**src/rtl/cpd_pkg.sv**
```systemverilog
// Shared types, constants and the CRC-8 byte update for the frame receiver.
package cpd_pkg;

   localparam int BYTE_W  = 8;
   localparam int KIND_W  = 2;
   localparam int CSR_IDX_W = 2;

   typedef logic [BYTE_W-1:0]    byte_type;
   typedef logic [KIND_W-1:0]    kind_type;
   typedef logic [CSR_IDX_W-1:0] csr_idx_type;

   typedef enum logic [1:0] {
      PH_IDLE  = 2'd0,
      PH_LEN   = 2'd1,
      PH_BODY  = 2'd2,
      PH_CHECK = 2'd3
   } phase_type;

   localparam kind_type KIND_BODY = 2'd0;
   localparam kind_type KIND_GOOD = 2'd1;
   localparam kind_type KIND_BAD  = 2'd2;

   localparam csr_idx_type CSR_START_MARKER = 2'd0;
   localparam csr_idx_type CSR_MAX_LENGTH   = 2'd1;

   localparam byte_type START_MARKER_RST = 8'd170;
   localparam byte_type MAX_LENGTH_RST   = 8'd130;

   localparam byte_type CRC_POLY = 8'h07;
   localparam byte_type CRC_INIT = 8'h00;

   // CRC-8/SMBUS, MSB first, one byte per call
   function automatic byte_type crc8_update(byte_type crc, byte_type data);
      byte_type c;
      c = crc ^ data;
      for (int k = 0; k < BYTE_W; k++) begin
         if (c[BYTE_W-1]) begin
            c = {c[BYTE_W-2:0], 1'b0} ^ CRC_POLY;
         end else begin
            c = {c[BYTE_W-2:0], 1'b0};
         end
      end
      return c;
   endfunction

endpackage

```
**src/rtl/cpd_if.sv**
```systemverilog
// Handshake channel interfaces: request, response and register write.
interface cpd_req_if;
   logic               valid;
   logic               ready;
   cpd_pkg::byte_type  rx_byte;

   modport source (output valid, output rx_byte, input ready);
   modport sink   (input valid, input rx_byte, output ready);
endinterface

interface cpd_rsp_if;
   logic               valid;
   logic               ready;
   cpd_pkg::kind_type  kind;
   cpd_pkg::byte_type  body_byte;
   cpd_pkg::byte_type  byte_index;
   cpd_pkg::byte_type  frame_length;

   modport source (output valid, output kind, output body_byte, output byte_index,
                   output frame_length, input ready);
   modport sink   (input valid, input kind, input body_byte, input byte_index,
                   input frame_length, output ready);
endinterface

interface cpd_csr_if;
   logic                 valid;
   logic                 ready;
   cpd_pkg::csr_idx_type index;
   cpd_pkg::byte_type    data;

   modport source (output valid, output index, output data, input ready);
   modport sink   (input valid, input index, input data, output ready);
endinterface

```
**src/rtl/crc8_packet_deframer_unit.sv**
```systemverilog
// Length-prefixed frame receiver with running CRC-8/SMBUS check.
// A result is registered on rsp in the cycle after the request that causes it.
// Throughput: one request per cycle unless rsp stalls; the single-byte CRC
//   update and phase logic sit between the req handshake and the rsp register.
// req ready stays high while the response register is empty or being taken.
// Reset (synchronous): idle phase, count and CRC cleared, no response pending,
//   start_marker = 170, max_length = 130.
module crc8_packet_deframer_unit (
   input  logic          clock,
   input  logic          reset,
   cpd_req_if.sink       req_bus,
   cpd_rsp_if.source     rsp_bus,
   cpd_csr_if.sink       csr_bus
);
   import cpd_pkg::*;

   // configuration registers
   byte_type  start_marker_ff;
   byte_type  max_length_ff;

   // frame state
   phase_type phase_ff, phase_in;
   byte_type  exp_len_ff, exp_len_in;
   byte_type  rcv_cnt_ff, rcv_cnt_in;
   byte_type  crc_ff, crc_in;

   // response register
   logic      rsp_valid_ff;
   kind_type  rsp_kind_ff, rsp_kind_in;
   byte_type  rsp_byte_ff, rsp_byte_in;
   byte_type  rsp_idx_ff, rsp_idx_in;
   byte_type  rsp_len_ff, rsp_len_in;
   logic      rsp_load;

   logic      req_accept;
   byte_type  rx;
   byte_type  cnt_next;

   // accept whenever the output slot frees up this cycle
   assign req_bus.ready = !rsp_valid_ff || rsp_bus.ready;
   assign req_accept    = req_bus.valid && req_bus.ready;
   assign rx            = req_bus.rx_byte;
   assign cnt_next      = rcv_cnt_ff + 8'd1;

   assign csr_bus.ready = 1'b1;

   // register writes; indexes beyond the list are dropped
   always_ff @(posedge clock) begin
      if (reset) begin
         start_marker_ff <= START_MARKER_RST;
         max_length_ff   <= MAX_LENGTH_RST;
      end else if (csr_bus.valid) begin
         unique case (csr_bus.index)
            CSR_START_MARKER: start_marker_ff <= csr_bus.data;
            CSR_MAX_LENGTH:   max_length_ff   <= csr_bus.data;
            default: ;
         endcase
      end
   end

   // next phase
   always_comb begin
      phase_in = phase_ff;
      unique case (phase_ff)
         PH_IDLE:  if (rx == start_marker_ff) phase_in = PH_LEN;
         PH_LEN: begin
            // zero or oversize length drops the frame silently
            if (rx == '0 || rx > max_length_ff) phase_in = PH_IDLE;
            else                                phase_in = PH_BODY;
         end
         PH_BODY:  if (cnt_next >= exp_len_ff) phase_in = PH_CHECK;
         PH_CHECK: phase_in = PH_IDLE;
         default:  phase_in = PH_IDLE;
      endcase
   end

   // datapath and response
   always_comb begin
      exp_len_in  = exp_len_ff;
      rcv_cnt_in  = rcv_cnt_ff;
      crc_in      = crc_ff;
      rsp_load    = 1'b0;
      rsp_kind_in = KIND_BODY;
      rsp_byte_in = rx;
      rsp_idx_in  = '0;
      rsp_len_in  = exp_len_ff;
      unique case (phase_ff)
         PH_IDLE: ;
         PH_LEN: begin
            // length is stored even when rejected
            exp_len_in = rx;
            rcv_cnt_in = '0;
            crc_in     = CRC_INIT;
         end
         PH_BODY: begin
            rsp_load    = 1'b1;
            rsp_kind_in = KIND_BODY;
            rsp_idx_in  = rcv_cnt_ff;
            crc_in      = crc8_update(crc_ff, rx);
            rcv_cnt_in  = cnt_next;
         end
         PH_CHECK: begin
            rsp_load    = 1'b1;
            rsp_kind_in = (rx == crc_ff) ? KIND_GOOD : KIND_BAD;
         end
         default: ;
      endcase
   end

   always_ff @(posedge clock) begin
      if (reset) begin
         phase_ff   <= PH_IDLE;
         exp_len_ff <= '0;
         rcv_cnt_ff <= '0;
         crc_ff     <= CRC_INIT;
      end else if (req_accept) begin
         phase_ff   <= phase_in;
         exp_len_ff <= exp_len_in;
         rcv_cnt_ff <= rcv_cnt_in;
         crc_ff     <= crc_in;
      end
   end

   always_ff @(posedge clock) begin
      if (reset) begin
         rsp_valid_ff <= 1'b0;
      end else if (req_accept && rsp_load) begin
         rsp_valid_ff <= 1'b1;
      end else if (rsp_bus.ready) begin
         rsp_valid_ff <= 1'b0;
      end
   end

   // payload needs no reset
   always_ff @(posedge clock) begin
      if (req_accept && rsp_load) begin
         rsp_kind_ff <= rsp_kind_in;
         rsp_byte_ff <= rsp_byte_in;
         rsp_idx_ff  <= rsp_idx_in;
         rsp_len_ff  <= rsp_len_in;
      end
   end

   assign rsp_bus.valid        = rsp_valid_ff;
   assign rsp_bus.kind         = rsp_kind_ff;
   assign rsp_bus.body_byte    = rsp_byte_ff;
   assign rsp_bus.byte_index   = rsp_idx_ff;
   assign rsp_bus.frame_length = rsp_len_ff;

   // body position always lies inside the announced length
   a_body_idx: assert property (@(posedge clock) disable iff (reset)
      rsp_valid_ff && rsp_kind_ff == KIND_BODY |-> rsp_idx_ff < rsp_len_ff)
      else $error("body index beyond frame length");

   // end-of-frame responses carry index zero
   a_end_idx: assert property (@(posedge clock) disable iff (reset)
      rsp_valid_ff && rsp_kind_ff != KIND_BODY |-> rsp_idx_ff == '0)
      else $error("end response with nonzero index");

   // while in the body, the count has not reached the length
   a_body_cnt: assert property (@(posedge clock) disable iff (reset)
      phase_ff == PH_BODY |-> rcv_cnt_ff < exp_len_ff)
      else $error("body phase with count at length");

   // a rejected length returns to idle without a response
   a_len_drop: assert property (@(posedge clock) disable iff (reset)
      req_accept && phase_ff == PH_LEN && (rx == '0 || rx > max_length_ff)
      |=> phase_ff == PH_IDLE && $stable(rsp_len_ff))
      else $error("rejected length did not drop frame");

endmodule
```
**src/flat_wrapper.sv**
```systemverilog
// flat-port wrapper written by rule: the top's interface ports become plain ports
module crc8_packet_deframer_unit_flat import cpd_pkg::*;
  (clock, reset, req_bus_valid, req_bus_rx_byte, req_bus_ready, rsp_bus_valid, rsp_bus_kind, rsp_bus_body_byte, rsp_bus_byte_index, rsp_bus_frame_length, rsp_bus_ready, csr_bus_valid, csr_bus_index, csr_bus_data, csr_bus_ready);
  cpd_req_if req_bus_i ();
  cpd_rsp_if rsp_bus_i ();
  cpd_csr_if csr_bus_i ();
  input  logic clock;
  input  logic reset;
  input wire logic [$bits(req_bus_i.valid)-1:0] req_bus_valid;
  input wire logic [$bits(req_bus_i.rx_byte)-1:0] req_bus_rx_byte;
  output wire logic [$bits(req_bus_i.ready)-1:0] req_bus_ready;
  output wire logic [$bits(rsp_bus_i.valid)-1:0] rsp_bus_valid;
  output wire logic [$bits(rsp_bus_i.kind)-1:0] rsp_bus_kind;
  output wire logic [$bits(rsp_bus_i.body_byte)-1:0] rsp_bus_body_byte;
  output wire logic [$bits(rsp_bus_i.byte_index)-1:0] rsp_bus_byte_index;
  output wire logic [$bits(rsp_bus_i.frame_length)-1:0] rsp_bus_frame_length;
  input wire logic [$bits(rsp_bus_i.ready)-1:0] rsp_bus_ready;
  input wire logic [$bits(csr_bus_i.valid)-1:0] csr_bus_valid;
  input wire logic [$bits(csr_bus_i.index)-1:0] csr_bus_index;
  input wire logic [$bits(csr_bus_i.data)-1:0] csr_bus_data;
  output wire logic [$bits(csr_bus_i.ready)-1:0] csr_bus_ready;
  assign req_bus_i.valid = req_bus_valid;
  assign req_bus_i.rx_byte = req_bus_rx_byte;
  assign req_bus_ready = req_bus_i.ready;
  assign rsp_bus_valid = rsp_bus_i.valid;
  assign rsp_bus_kind = rsp_bus_i.kind;
  assign rsp_bus_body_byte = rsp_bus_i.body_byte;
  assign rsp_bus_byte_index = rsp_bus_i.byte_index;
  assign rsp_bus_frame_length = rsp_bus_i.frame_length;
  assign rsp_bus_i.ready = rsp_bus_ready;
  assign csr_bus_i.valid = csr_bus_valid;
  assign csr_bus_i.index = csr_bus_index;
  assign csr_bus_i.data = csr_bus_data;
  assign csr_bus_ready = csr_bus_i.ready;
  crc8_packet_deframer_unit u_core (.clock(clock), .reset(reset), .req_bus(req_bus_i), .rsp_bus(rsp_bus_i), .csr_bus(csr_bus_i));
endmodule
```
**config.mk**
```make
export PLATFORM = sky130hd
export DESIGN_NAME = crc8_packet_deframer_unit_flat
export DESIGN_NICKNAME = d
export VERILOG_FILES = /design/src/rtl/cpd_pkg.sv /design/src/rtl/cpd_if.sv /design/src/rtl/crc8_packet_deframer_unit.sv /design/src/flat_wrapper.sv
export SDC_FILE = /design/constraint.sdc
export NUM_CORES = 1
export LEC_CHECK = 0
export BUFFER_PORTS_ARGS = -buffer_cell sky130_fd_sc_hd__buf_2
export CAP_MARGIN = 40
export CORE_ASPECT_RATIO = 1.5
export CORE_MARGIN = 1
export CORE_UTILIZATION = 50
export CTS_BUF_LIST = sky130_fd_sc_hd__clkbuf_8
export DETAILED_ROUTE_END_ITERATION = 16
export PLACE_DENSITY_LB_ADDON = 0.08
export RECOVER_POWER = 50
export SYNTH_ARGS = -nofsm -noshare
export SYNTH_HDL_FRONTEND = slang
export SYNTH_SLANG_ARGS = --single-unit
```
**constraint.sdc**
```tcl
create_clock -name clock -period 5.4 [get_ports clock]
set_input_delay 0.27 -clock clock [delete_from_list [all_inputs] [get_ports clock]]
set_output_delay 0.27 -clock clock [all_outputs]
set_load 0.02 [all_outputs]
```
**Word level (Yosys, flattened, before mapping)**

Cells that the tools add are included.

- Add/subtract/negate cells: 1
- Multipliers: 0
- Divide/modulo/power cells: 0
- Magnitude comparators: 2
- Eq/ne operators: 8
- Shift-type cells: 0
- Mux-type cells: 25
- Bitwise gates (word level): 9
- Reduce and logical (&&, ||, !) cells: 16

Operator list:

| kind | number |
|---|---|
| $mux W8 | 7 |
| $pmux W8 S2 | 2 |
| $mux W3 | 8 |
| $not A3 Y3 | 8 |
| $eq A8 B8 Y1 | 2 |
| $add A8 B1 Y8 const B | 1 |
| $ge A8 B8 Y1 | 1 |
| $gt A8 B8 Y1 | 1 |
| $logic_not A8 Y1 | 1 |
| $mux W2 | 4 |
| $pmux W2 S4 | 1 |
| $reduce_and A2 Y1 | 4 |
| $xor A8 B8 Y8 | 1 |
| $eq A2 B1 Y1 const B | 2 |
| $eq A2 B2 Y1 const B | 2 |
| $logic_not A2 Y1 | 2 |
| $ne A2 B1 Y1 const B | 2 |
| $reduce_bool A2 Y1 | 2 |
| $mux W1 | 3 |
| $reduce_and A3 Y1 | 1 |
| $logic_and A1 B1 Y1 | 2 |
| $logic_or A1 B1 Y1 | 2 |
| $reduce_or A2 Y1 | 1 |
| $logic_not A1 Y1 | 1 |

- Bits in registers: 69
- Bits in latches: 0
- Bits in writable memories: 0
- Bits in read-only memories: 0
- Input port bits: 23
- Word-level logic and storage cells: 72
- Memories kept: 0

**Longest topological paths before layout**

Gate-level depths: netlist of the first run.

- Depth in word-level cells: 25
- Mapped depth: 10
- Mapped depth without buffers: 10

**Least setup slack after synthesis of the first run**

Ideal clock, no wire load.

- Path type: flip-flop to flip-flop
- Start: register u_core.rcv_cnt_ff[0]
- End: register with a tool-made name
- Setup time: 0.101 ns
- Arrival: 1.910 ns
- Data required time: 5.299 ns
- Path slack: 3.389 ns
- Cell stages (with the launch flop): 11
- Path through: dfxtp_1 ha_1 nand3_1 nor2_1 xor2_1 ha_1 nand3_1 and4b_1 o21ai_1 a311o_1 o41ai_1

RTL lines:

| what | RTL line | text |
|---|---|---|
| start: declaration | crc8_packet_deframer_unit.sv:24 | `byte_type rcv_cnt_ff, rcv_cnt_in;` |
| start signal: assignment | crc8_packet_deframer_unit.sv:119 | `rcv_cnt_ff <= rcv_cnt_in;` |

**Final worst setup path of the first run**

- Start: register u_core.rcv_cnt_ff[0]
- End: register u_core.phase_ff[0]

- Cells in the longest elaborated chain, start to end: 4

RTL lines:

| what | RTL line | text |
|---|---|---|
| $add A8 B1 Y8 | crc8_packet_deframer_unit.sv:43 | `assign cnt_next = rcv_cnt_ff + 8'd1;` |
| $ge A8 B8 Y1 | crc8_packet_deframer_unit.sv:71 | `PH_BODY: if (cnt_next >= exp_len_ff) phase_in = PH_CHECK;` |
| $ne A2 B1 Y1 (no line) | n/a |  |
| $reduce_and A3 Y1 (no line) | n/a |  |
| end signal: assignment | crc8_packet_deframer_unit.sv:117 | `phase_ff <= phase_in;` |
| end: declaration | crc8_packet_deframer_unit.sv:22 | `phase_type phase_ff, phase_in;` |

Every way passes these cells.
A chain may end at the register's enable or synchronous reset.

==> results.sh, run 1 <==
export IMPL_outcome="finished clean"
export IMPL_final_max_slew_violation_count=0
export IMPL_grt_pass1_wl_um=11100
export IMPL_fp_dieW_um=69.4
export IMPL_cts_buffers_inserted=9
export IMPL_async_flop_share=0
export IMPL_cp_depth=10
export IMPL_routed_wl_um=6780
export IMPL_slew_headroom=0.458
export IMPL_synth_area_um2=3400
export IMPL_post_drt_wl_per_cell_um=15.0
export IMPL_cts_htree_levels=3
export IMPL_drcViolationCount=0
export IMPL_synth_fp_nets=368
export IMPL_path_max_fanout=6
export IMPL_hold_violations=0
export IMPL_period_share=0.427
export IMPL_cts_tree="done"
export IMPL_crit_family="simple AND/OR/NAND/NOR gates"
export IMPL_clockBufferDepth=2
export IMPL_period_needed_ns=2.31
export IMPL_die_area_um2=7140
export IMPL_synthCells=321
export IMPL_finalClockSkew_ns=0.00656
export IMPL_ant_nets=0
export IMPL_yosys_area_share_adder=0.0883
export IMPL_synthFlopType="dfxtp_1"
export IMPL_r2r_end="u_core.phase_ff[0]"
export IMPL_cts_resized=0
export IMPL_grt_usage=0.207
export IMPL_drtIter0Drc=122
export IMPL_r2r_start="u_core.rcv_cnt_ff[0]"
export IMPL_postCtsSetupBuffers=0
export IMPL_avgSynthCellArea_um2=10.6
export IMPL_p_leak_nw=1.56
export IMPL_gp_congestion=0.765
export IMPL_port_buffer_count=50
export IMPL_cp_required_ns=5.65
export IMPL_synth_simple_area_share=0.148
export IMPL_nFillCells=585
export IMPL_dpl_hpwl_um=5050
export IMPL_max_stage_delay_ns=0.42
export IMPL_grt_max_degree=45
export IMPL_synth_compound_area_frac=0.0846
export IMPL_yosysWarnings=0
export IMPL_setup_worst_path_end_class="flip-flop"
export IMPL_total_power_mw=1.01
export IMPL_critical_path_cell_chain="ha_1, nand3_1, nor2_1, xor2_1, ha_1, nand3_1, and4b_1, o21ai_1, nand3_1, a221oi_1"
export IMPL_worstSetupPathType="reg -> reg"
export IMPL_synth_top_family_by_area="simple AND/OR/NAND/NOR gates"
export IMPL_critPathSlowestCell="dfxtp_1"
export IMPL_muxShareOfSynthArea=0.0530
export IMPL_viasPerCell=5.32
export IMPL_cts_sinks=69
export IMPL_fin_cells=452
export IMPL_fin_setup_tns_ns=0
export IMPL_ctsHoldBuffers=0
export IMPL_powerDensity_nw_per_um2=263
export IMPL_cp_common_cell="nand3_1"
export IMPL_drv_cap=0
export IMPL_synth_distinct_cells=48
export IMPL_worst_slew_pin_slew_ns=0.813
export IMPL_critPathLaunch="u_core.rcv_cnt_ff[0]"
export IMPL_ys_seq_area_frac=0.483
export IMPL_hp_class="in -> reg"
export IMPL_clk_pin_slew_ns=0.07
export IMPL_rrSetupSlack_ns=3.09
export IMPL_rows=36
export IMPL_final_layout_size_suffix_gt1_frac=0.0771
export IMPL_n_antenna_cell=0
export IMPL_setup_viol=0
export IMPL_synth_edf_count=26
export IMPL_final_nets=418
export IMPL_io_pins=52
export IMPL_synth_seq_cells=69
export IMPL_cp_arrival_ns=2.55
export IMPL_numPlacedInstances=436
export IMPL_root_buffer="clkbuf_8"
export IMPL_rsz0062_at_grt="false"
export IMPL_antenna_found_initial=0
export IMPL_fmax_mhz=434
export IMPL_core_um2=6530
export IMPL_clk_latency_ns=0.35
export IMPL_die_y_um=103
export IMPL_worst_path_buf_inv=0
export IMPL_ir_drop_v=0.000212
export IMPL_startpoint_type="flip-flop"
export IMPL_area_growth_synth_to_final_pct=13.2
export IMPL_synthXorXnorAreaFrac=0.105
export IMPL_rr_worst_depth=10
export IMPL_grt_pass1_vias=2365
export IMPL_dr_pass1_iters=4
export IMPL_route_vias_total=2403
export IMPL_overflow=0
export IMPL_start_util=0.521
export IMPL_cp_endpoint="u_core.phase_ff[0]"
==> final cells by class <==
class / count / area, µm² / area share
flip-flops and latches: 69 / 1640 / 0.426
multi-input cells: 221 / 1630 / 0.424
repair buffers: 52 / 234 / 0.0608
clock buffers: 9 / 124 / 0.0322
well taps: 76 / 95.1 / 0.0247
inverters: 18 / 67.6 / 0.0175
clock inverters: 7 / 53.8 / 0.0140
==> state kept, by name, summed over array words and instances, names as in the netlist, named ones only <==
register and count:
u_core.rsp_bus.body_byte 8, u_core.rsp_bus.kind 2, u_core.exp_len_ff 8, u_core.rcv_cnt_ff 8, u_core.rsp_bus.byte_index 8, u_core.rsp_bus.frame_length 8
u_core.max_length_ff 8, u_core.start_marker_ff 8, u_core.rsp_bus.valid 1, u_core.crc_ff 8, u_core.phase_ff 1
==> synth_stat cells (7+ instances only) <==
library cell | n | area [µm²]
mux2i_1 | 18 | 180
and2_1 | 11 | 68.8
nand2_1 | 16 | 60.1
ha_1 | 24 | 300
clkbuf_1 | 9 | 33.8
xor2_1 | 8 | 70.1
edfxtp_1 | 26 | 781
xnor2_1 | 22 | 193
dfxtp_1 | 43 | 861
a21oi_1 | 14 | 70.1
inv_1 | 18 | 67.6
nor2_1 | 33 | 124
nand3_1 | 9 | 45.0
a22oi_1 | 7 | 52.6
==> metal layers <==
layer	vias up	part of all wire	global-route usage	wire length, µm
li1	1218	-	-	-
met1	1125	0.40	0.222	2740
met2	48	0.54	0.378	3660
met3	12	0.032	0.0518	215
met4	0	0.024	0.104	160
met5	-	0	0	0
==> cell families (layout without fill, tap and decap cells) <==
logic type | count (synthesis) | count (layout)
adders and majority gates | 24 | 24
AOI/OAI and AO/OA | 43 | 43
and+or+nand+nor | 100 | 100
xor gates and xnor gates | 35 | 35
DFF | 69 | 69
buffers and inverters | 31 | 86
other | 1 | 1
muxes | 18 | 18
==> how the worst min path moves through the flow <==
stage	cells after the start	end	startpoint
floorplan	0	u_core.rsp_bus.body_byte[0]	req_bus_rx_byte[0]
global placement	0	u_core.rsp_bus.frame_length[5]	u_core.exp_len_ff[5]
detailed placement	0	u_core.rsp_bus.frame_length[2]	u_core.exp_len_ff[2]
CTS	2	u_core.start_marker_ff[3]	csr_bus_data[3]
global route	2	u_core.start_marker_ff[3]	csr_bus_data[3]
finish	2	u_core.start_marker_ff[3]	csr_bus_data[3]
==> layout by cell type, fill, tap and decap left out, drive strengths merged, types with 4 or more instances in the layout <==
| cell type | instances |
|---|---|
| nand3 | 9 |
| nor2b | 5 |
| clkbuf | 48 |
| xor2 | 8 |
| and2 | 11 |
| inv | 22 |
| ha | 24 |
| nand2 | 17 |
| buf | 13 |
| edfxtp | 26 |
| a211o | 4 |
| mux2i | 18 |
| nand4 | 6 |
| a22oi | 7 |
| xnor2 | 25 |
| a21oi | 14 |
| nor3 | 4 |
| o21ai | 6 |
| nor2 | 33 |
| dfxtp | 43 |
==> where the power goes <==
group	internal (mW)	switching (mW)
registers	0.541	0.00267
clock network	0.204	0.184
logic	0.0347	0.0441
total	0.780	0.231
==> per-stage QoR <==
step	worst slack, ns	instance area [µm²]	hold WS [ns]	utilization
2_1_floorplan	3.39	3400	0.369	-
3_3_place_gp	3.10	3700	0.450	0.566
3_5_place_dp	3.13	3720	0.459	0.570
4_1_cts	3.11	3900	0.127	0.597
5_1_grt	2.93	3850	0.144	0.589
6_report	3.09	3850	0.139	0.589
(Power assumes the default switching activity.)
==> run 2, diff against run 1 <==
- clock period: 5.4 -> 2 ns (I/O delays scaled with it)
==> run 2 against run 1 <==
The flow now finishes with violations (setup timing). Combinational power grew to 2.9 times the previous value. Total power grew to 2.8 times the previous value. Clock skew grew 0.0046 ns. Highest routed layer unchanged. Sequential share of layout area shrank 4.4 points. Hold slack gained 0.055 ns. Final cell count grew 7.7%.
==> results.sh, run 2 (synthesized netlist as in run 1, its figures left out) <==
export IMPL_outcome="finished, violations left"
export IMPL_violations="setup timing"
export IMPL_period_needed_ns=2.05
export IMPL_numPlacedInstances=453
export IMPL_powerDensity_nw_per_um2=653
export IMPL_io_pins=52
export IMPL_cts_sinks=69
export IMPL_layout_common_cells="37 x dfxtp_1, 37 x clkbuf_1, 32 x nor2_1"
export IMPL_port_buffer_count=50
export IMPL_drv_cap=0
export IMPL_grt_usage=0.215
export IMPL_fp_dieW_um=69.4
export IMPL_route_vias_total=2604
export IMPL_worst_path_buf_inv=0
export IMPL_rr_worst_depth=10
export IMPL_p_int_mw=2.14
export IMPL_clockBufferDepth=2
export IMPL_cp_required_ns=2.26
export IMPL_holdPathStages=1
export IMPL_critPathSlowestCell="dfxtp_4"
export IMPL_cts_tree="done"
export IMPL_placed_area_um2=3840
export IMPL_finalClockSkew_ns=0.0112
export IMPL_max_stage_delay_ns=0.39
export IMPL_final_layout_size_suffix_gt1_frac=0.209
export IMPL_startpoint_type="flip-flop"
export IMPL_rrSetupSlack_ns=-0.05
export IMPL_post_drt_wl_per_cell_um=15.5
export IMPL_area_growth_synth_to_final_pct=27.5
export IMPL_cp_arrival_ns=2.31
export IMPL_hold_violations=0
export IMPL_dr_pass1_iters=6
export IMPL_core_um2=6530
export IMPL_routed_wl_um=7560
export IMPL_slew_headroom=0.435
export IMPL_drtIter0Drc=110
export IMPL_ant_nets=0
export IMPL_die_area_um2=7140
export IMPL_path_max_fanout=3
export IMPL_gp_congestion=0.831
export IMPL_period_share=1.03
export IMPL_fin_ws_ns=-0.0536
export IMPL_final_nets=453
export IMPL_combPwrFrac=0.081
export IMPL_dpl_hpwl_um=5280
export IMPL_cp_depth=10
export IMPL_rsz0062_at_grt="true"
export IMPL_n_antenna_cell=0
export IMPL_final_max_slew_violation_count=0
export IMPL_r2r_start="u_core.rcv_cnt_ff[1]"
export IMPL_setup_viol=1
export IMPL_place_ws_ns=-0.123
export IMPL_cts_htree_levels=3
export IMPL_crit_family="compound AO/OA/AOI/OAI gates"
export IMPL_min_to="u_core.rsp_bus.body_byte[0]"
export IMPL_grt_pass1_wl_um=11700
export IMPL_nFillCells=537
export IMPL_fmax_mhz=487
export IMPL_start_util=0.521
export IMPL_drcViolationCount=0
export IMPL_die_y_um=103
export IMPL_antenna_found_initial=0
export IMPL_root_buffer="clkbuf_8"
export IMPL_grt_pass1_vias=2458
export IMPL_ir_drop_v=0.000493
export IMPL_power_frac_seq=0.516
export IMPL_clk_pin_slew_ns=0.08
export IMPL_overflow=0
export IMPL_fin_area_um2=4340
export IMPL_sw_frac_of_total=0.244
export IMPL_cts_buffers_inserted=9
export IMPL_final_util=0.664
export IMPL_worstSetupPathType="reg -> reg"
export IMPL_p_leak_nw=1.78
export IMPL_rows=36
export IMPL_critical_path_cell_chain="ha_4, nand3_4, nor2_4, xor2_2, ha_1, nand3_1, and4b_1, o21ai_2, a311o_1, o41ai_2"
export IMPL_setup_worst_path_end_class="flip-flop"
export IMPL_viasPerCell=5.35
export IMPL_clk_latency_ns=0.36
export IMPL_fin_cells=487
export IMPL_power_share_clock=0.403
export IMPL_worst_slew_pin_slew_ns=0.848
export IMPL_hp_class="in -> reg"
export IMPL_grt_max_degree=45
export IMPL_netSwitchingPower_mw=0.693
export IMPL_min_delay_start="req_bus_rx_byte[0]"
## run 2: cell count changes in the layout (fill, tap and decap cells not counted), sizes merged
| cell | before | now |
|---|---|---|
| buf | 13 | 42 |
| dlygate4sd3 | 0 | 8 |
| inv | 22 | 19 |
| clkbuf | 48 | 46 |
| clkinvlp | 0 | 2 |
| clkinv | 2 | 3 |
## run 2: area by class of cell
class | count | area [µm²] | share of cell area
Multi-Input combinational cell | 221 | 1800 | 0.415
Sequential cell | 69 | 1660 | 0.382
Timing Repair Buffer | 87 | 517 | 0.119
Clock buffer | 9 | 124 | 0.0286
Tap cell | 76 | 95.1 | 0.0219
Clock inverter | 7 | 75.1 | 0.0173
Inverter | 18 | 67.6 | 0.0156
## run 2: timing repair
action                                 4_1_cts  5_1_grt
buffers inserted                             3        7
setup endpoints to repair                    2        2
hold buffers                                 8        0
gates resized for setup                     10       27
endpoints found under the hold margin       15        0
pin swaps                                    6       14
## run 2: routing by layer
layer / vias up / wire length [µm] / track usage / share of wire
met1: 1247 / 3070 / 0.234 / 0.41
li1: 1289 / - / - / -
met5: - / 0 / 0 / 0
met3: 15 / 245 / 0.0411 / 0.032
met2: 53 / 4090 / 0.397 / 0.54
met4: 0 / 161 / 0.110 / 0.021
## run 2: power by group through the flow
| stage | Clock, mW | Sequential (mW) | Combinational, mW |
|---|---|---|---|
| after floorplan | 0 | 1.50 | 0.149 |
| after global placement | 0 | 1.50 | 0.215 |
| after detailed placement | 0 | 1.50 | 0.219 |
| after CTS | 1.17 | 1.47 | 0.234 |
| after global routing | 1.23 | 1.46 | 0.252 |
| final | 1.14 | 1.46 | 0.230 |
## run 2: worst max-delay path by stage
stage	start	to	slack [ns]
final	u_core.rcv_cnt_ff[1]	flip-flop	-0.05
after global routing	u_core.rcv_cnt_ff[1]	flip-flop	-0.15
after CTS	u_core.rcv_cnt_ff[1]	flip-flop	-0.03
after detailed placement	u_core.rcv_cnt_ff[0]	u_core.phase_ff[0]	-0.12
after global placement	u_core.rcv_cnt_ff[0]	flip-flop	-0.02
after floorplan	u_core.rcv_cnt_ff[0]	flip-flop	0.003
## run 2: worst reg2reg max path, delay by kind of cell, from the launching register on
family                     cells  cell delay [ns]
AOI/OAI and AO/OA              3             0.50
DFF                            1             0.39
xor gates and xnor gates       1             0.16
and+or+nand+nor                4             0.47
adders and majority gates      2             0.43
## run 2: metrics by stage
step                total power [mW]  hold WS [ns]  TNS (ns)
floorplan                       1.65         0.199         0
global placement                1.72         0.319   -0.0190
detailed placement              1.72         0.328    -0.237
CTS                             2.87        0.0694   -0.0456
global route                    2.94         0.189    -0.287
finish                          2.83         0.194   -0.0536
==> run 3, diff against run 2 <==
- GPL_TIMING_DRIVEN: default -> 0
==> run 3 against run 2 <==
Total power decreased by 3.2%. Count of clock-buffer cells in the layout increased by 3. Critical path type unchanged. Sequential share of layout area increased by 1.6 points. Worst setup slack improved by 0.020 ns. Largest power group unchanged. Maximum frequency increased by 0.98%. The run still ends with setup timing left. Via count decreased by 1.6%. Routed wire length decreased by 1.0%.
==> results.sh, run 3 (synthesized netlist as in run 1, its figures left out) <==
export IMPL_outcome="finished, violations left"
export IMPL_violations="setup timing"
export IMPL_period_needed_ns=2.03
export IMPL_worst_slew_pin_slew_ns=0.618
export IMPL_clk_pin_slew_ns=0.07
export IMPL_layout_common_cells="44 x clkbuf_1, 36 x dfxtp_1, 32 x nor2_1"
export IMPL_drv_cap=0
export IMPL_nFillCells=545
export IMPL_layout_commonest_cell="clkbuf_1"
export IMPL_port_buffer_count=49
export IMPL_grt_pass1_vias=2581
export IMPL_die_area_um2=7140
export IMPL_grt_pass1_wl_um=12100
export IMPL_cp_required_ns=2.27
export IMPL_rows=36
export IMPL_drcViolationCount=0
export IMPL_io_pins=52
export IMPL_n_antenna_cell=0
export IMPL_core_um2=6530
export IMPL_fin_setup_tns_ns=-0.0453
export IMPL_fin_cells=481
export IMPL_hp_class="in -> reg"
export IMPL_slew_headroom=0.588
export IMPL_path_max_fanout=4
export IMPL_grt_usage=0.226
export IMPL_setup_worst_path_end_class="flip-flop"
export IMPL_clk_latency_ns=0.36
export IMPL_setup_viol=2
export IMPL_fmax_mhz=492
export IMPL_period_share=1.02
export IMPL_final_max_slew_violation_count=0
export IMPL_route_vias_total=2563
export IMPL_gp_congestion=0.851
export IMPL_wl_met3_um=226
export IMPL_startpoint_type="flip-flop"
export IMPL_antenna_found_initial=0
export IMPL_m1WireLength_um=2980
export IMPL_die_y_um=103
export IMPL_fin_area_um2=4180
export IMPL_worstSetupPathType="reg -> reg"
export IMPL_holdPathStages=4
export IMPL_fin_ws_ns=-0.0337
export IMPL_rsz0062_at_grt="true"
export IMPL_fp_dieW_um=69.4
export IMPL_drtIter0Drc=98
export IMPL_root_buffer="clkbuf_8"
export IMPL_final_nets=447
export IMPL_numPlacedInstances=447
export IMPL_ir_drop_v=0.000474
export IMPL_powerDensity_nw_per_um2=656
export IMPL_hold_violations=0
export IMPL_final_layout_size_suffix_gt1_frac=0.160
export IMPL_cp_arrival_ns=2.30
export IMPL_routed_top_layer="met4"
export IMPL_ant_nets=0
export IMPL_total_power_mw=2.74
export IMPL_grt_max_degree=25
export IMPL_cts_sinks=69
export IMPL_dpl_hpwl_um=5290
export IMPL_routed_wl_um=7480
export IMPL_area_growth_synth_to_final_pct=23.0
export IMPL_clockBufferDepth=2
export IMPL_overflow=0
export IMPL_start_util=0.521
export IMPL_post_drt_wl_per_cell_um=15.6
export IMPL_placed_area_um2=3770
export IMPL_p_leak_nw=1.69
export IMPL_final_util=0.641
export IMPL_viasPerCell=5.33
export IMPL_cts_buffers_inserted=9
export IMPL_wl_met2_um=4030
export IMPL_finalClockSkew_ns=0.00548
export IMPL_cts_tree="done"
export IMPL_rr_worst_depth=11
export IMPL_dr_pass1_iters=4
export IMPL_cts_htree_levels=3
==> run 3: cell types whose count changed in the layout (fill, tap and decap cells not counted), moves of 3 or more <==
cell and delta:
clkbuf_1 +7, inv_1 +3, buf_4 -12, clkbuf_8 +3
==> run 3: per-stage QoR <==
step	hold WS, ns	worst slack (ns)
after global placement	0.320	-0.345
after global routing	0.138	-0.126
final	0.132	-0.0337
after detailed placement	0.320	-0.393
after floorplan	0.199	0.00293
after CTS	0.0625	-0.00153
==> run 3: power by group <==
part           leakage (nW)  switching [mW]  total [mW]  internal, mW
clock network         0.106           0.507        1.04         0.536
logic                 0.969           0.128       0.238         0.110
registers             0.617         0.00723        1.46          1.45
total                  1.69           0.643        2.74          2.10
==> run 3: cell type report <==
class	count	area [µm²]	share of cell area
multi-input combinational	221	1730	0.413
sequential	69	1670	0.398
timing repair buffer	69	392	0.0936
clock buffer	12	165	0.0395
tap	76	95.1	0.0227
inverter	18	67.6	0.0161
buffer	12	56.3	0.0135
clock inverter	4	16.3	0.00389
==> run 3: worst max-delay path, stage by stage (launching register included) <==
cell      delay [ns]
dfxtp_4         0.37
ha_4            0.18
nand3_4         0.10
nor2_4          0.04
xor2_1          0.15
buf_4           0.16
ha_4            0.27
nand3_2         0.06
and4b_1         0.18
o21ai_2         0.08
nand3_2         0.12
a221oi_2        0.24
==> run 3: worst paths after layout <==
check                             from                              to  slack (ns)
setup / recovery  u_core.rcv_cnt_ff[1]              u_core.phase_ff[0]       -0.03
hold / removal        csr_bus_index[0]       u_core.start_marker_ff[3]        0.13
setup reg to reg  u_core.rcv_cnt_ff[1]              u_core.phase_ff[0]       -0.03
hold reg to reg   u_core.exp_len_ff[2]  u_core.rsp_bus.frame_length[2]        0.47
==> run 3: repair_timing <==
item	in CTS	in global routing
setup endpoints to repair	2	41
pin swaps	6	1
cloned	0	0
hold endpoints to repair	16	0
hold buffers	9	0
buffers inserted	9	1
gates resized for setup	27	6
==> run 3: routing by layer <==
metal,vias up,global-route usage
met3,22,0.0528
met1,1209,0.230
met4,0,0.137
met5,-,0
li1,1281,-
met2,51,0.421
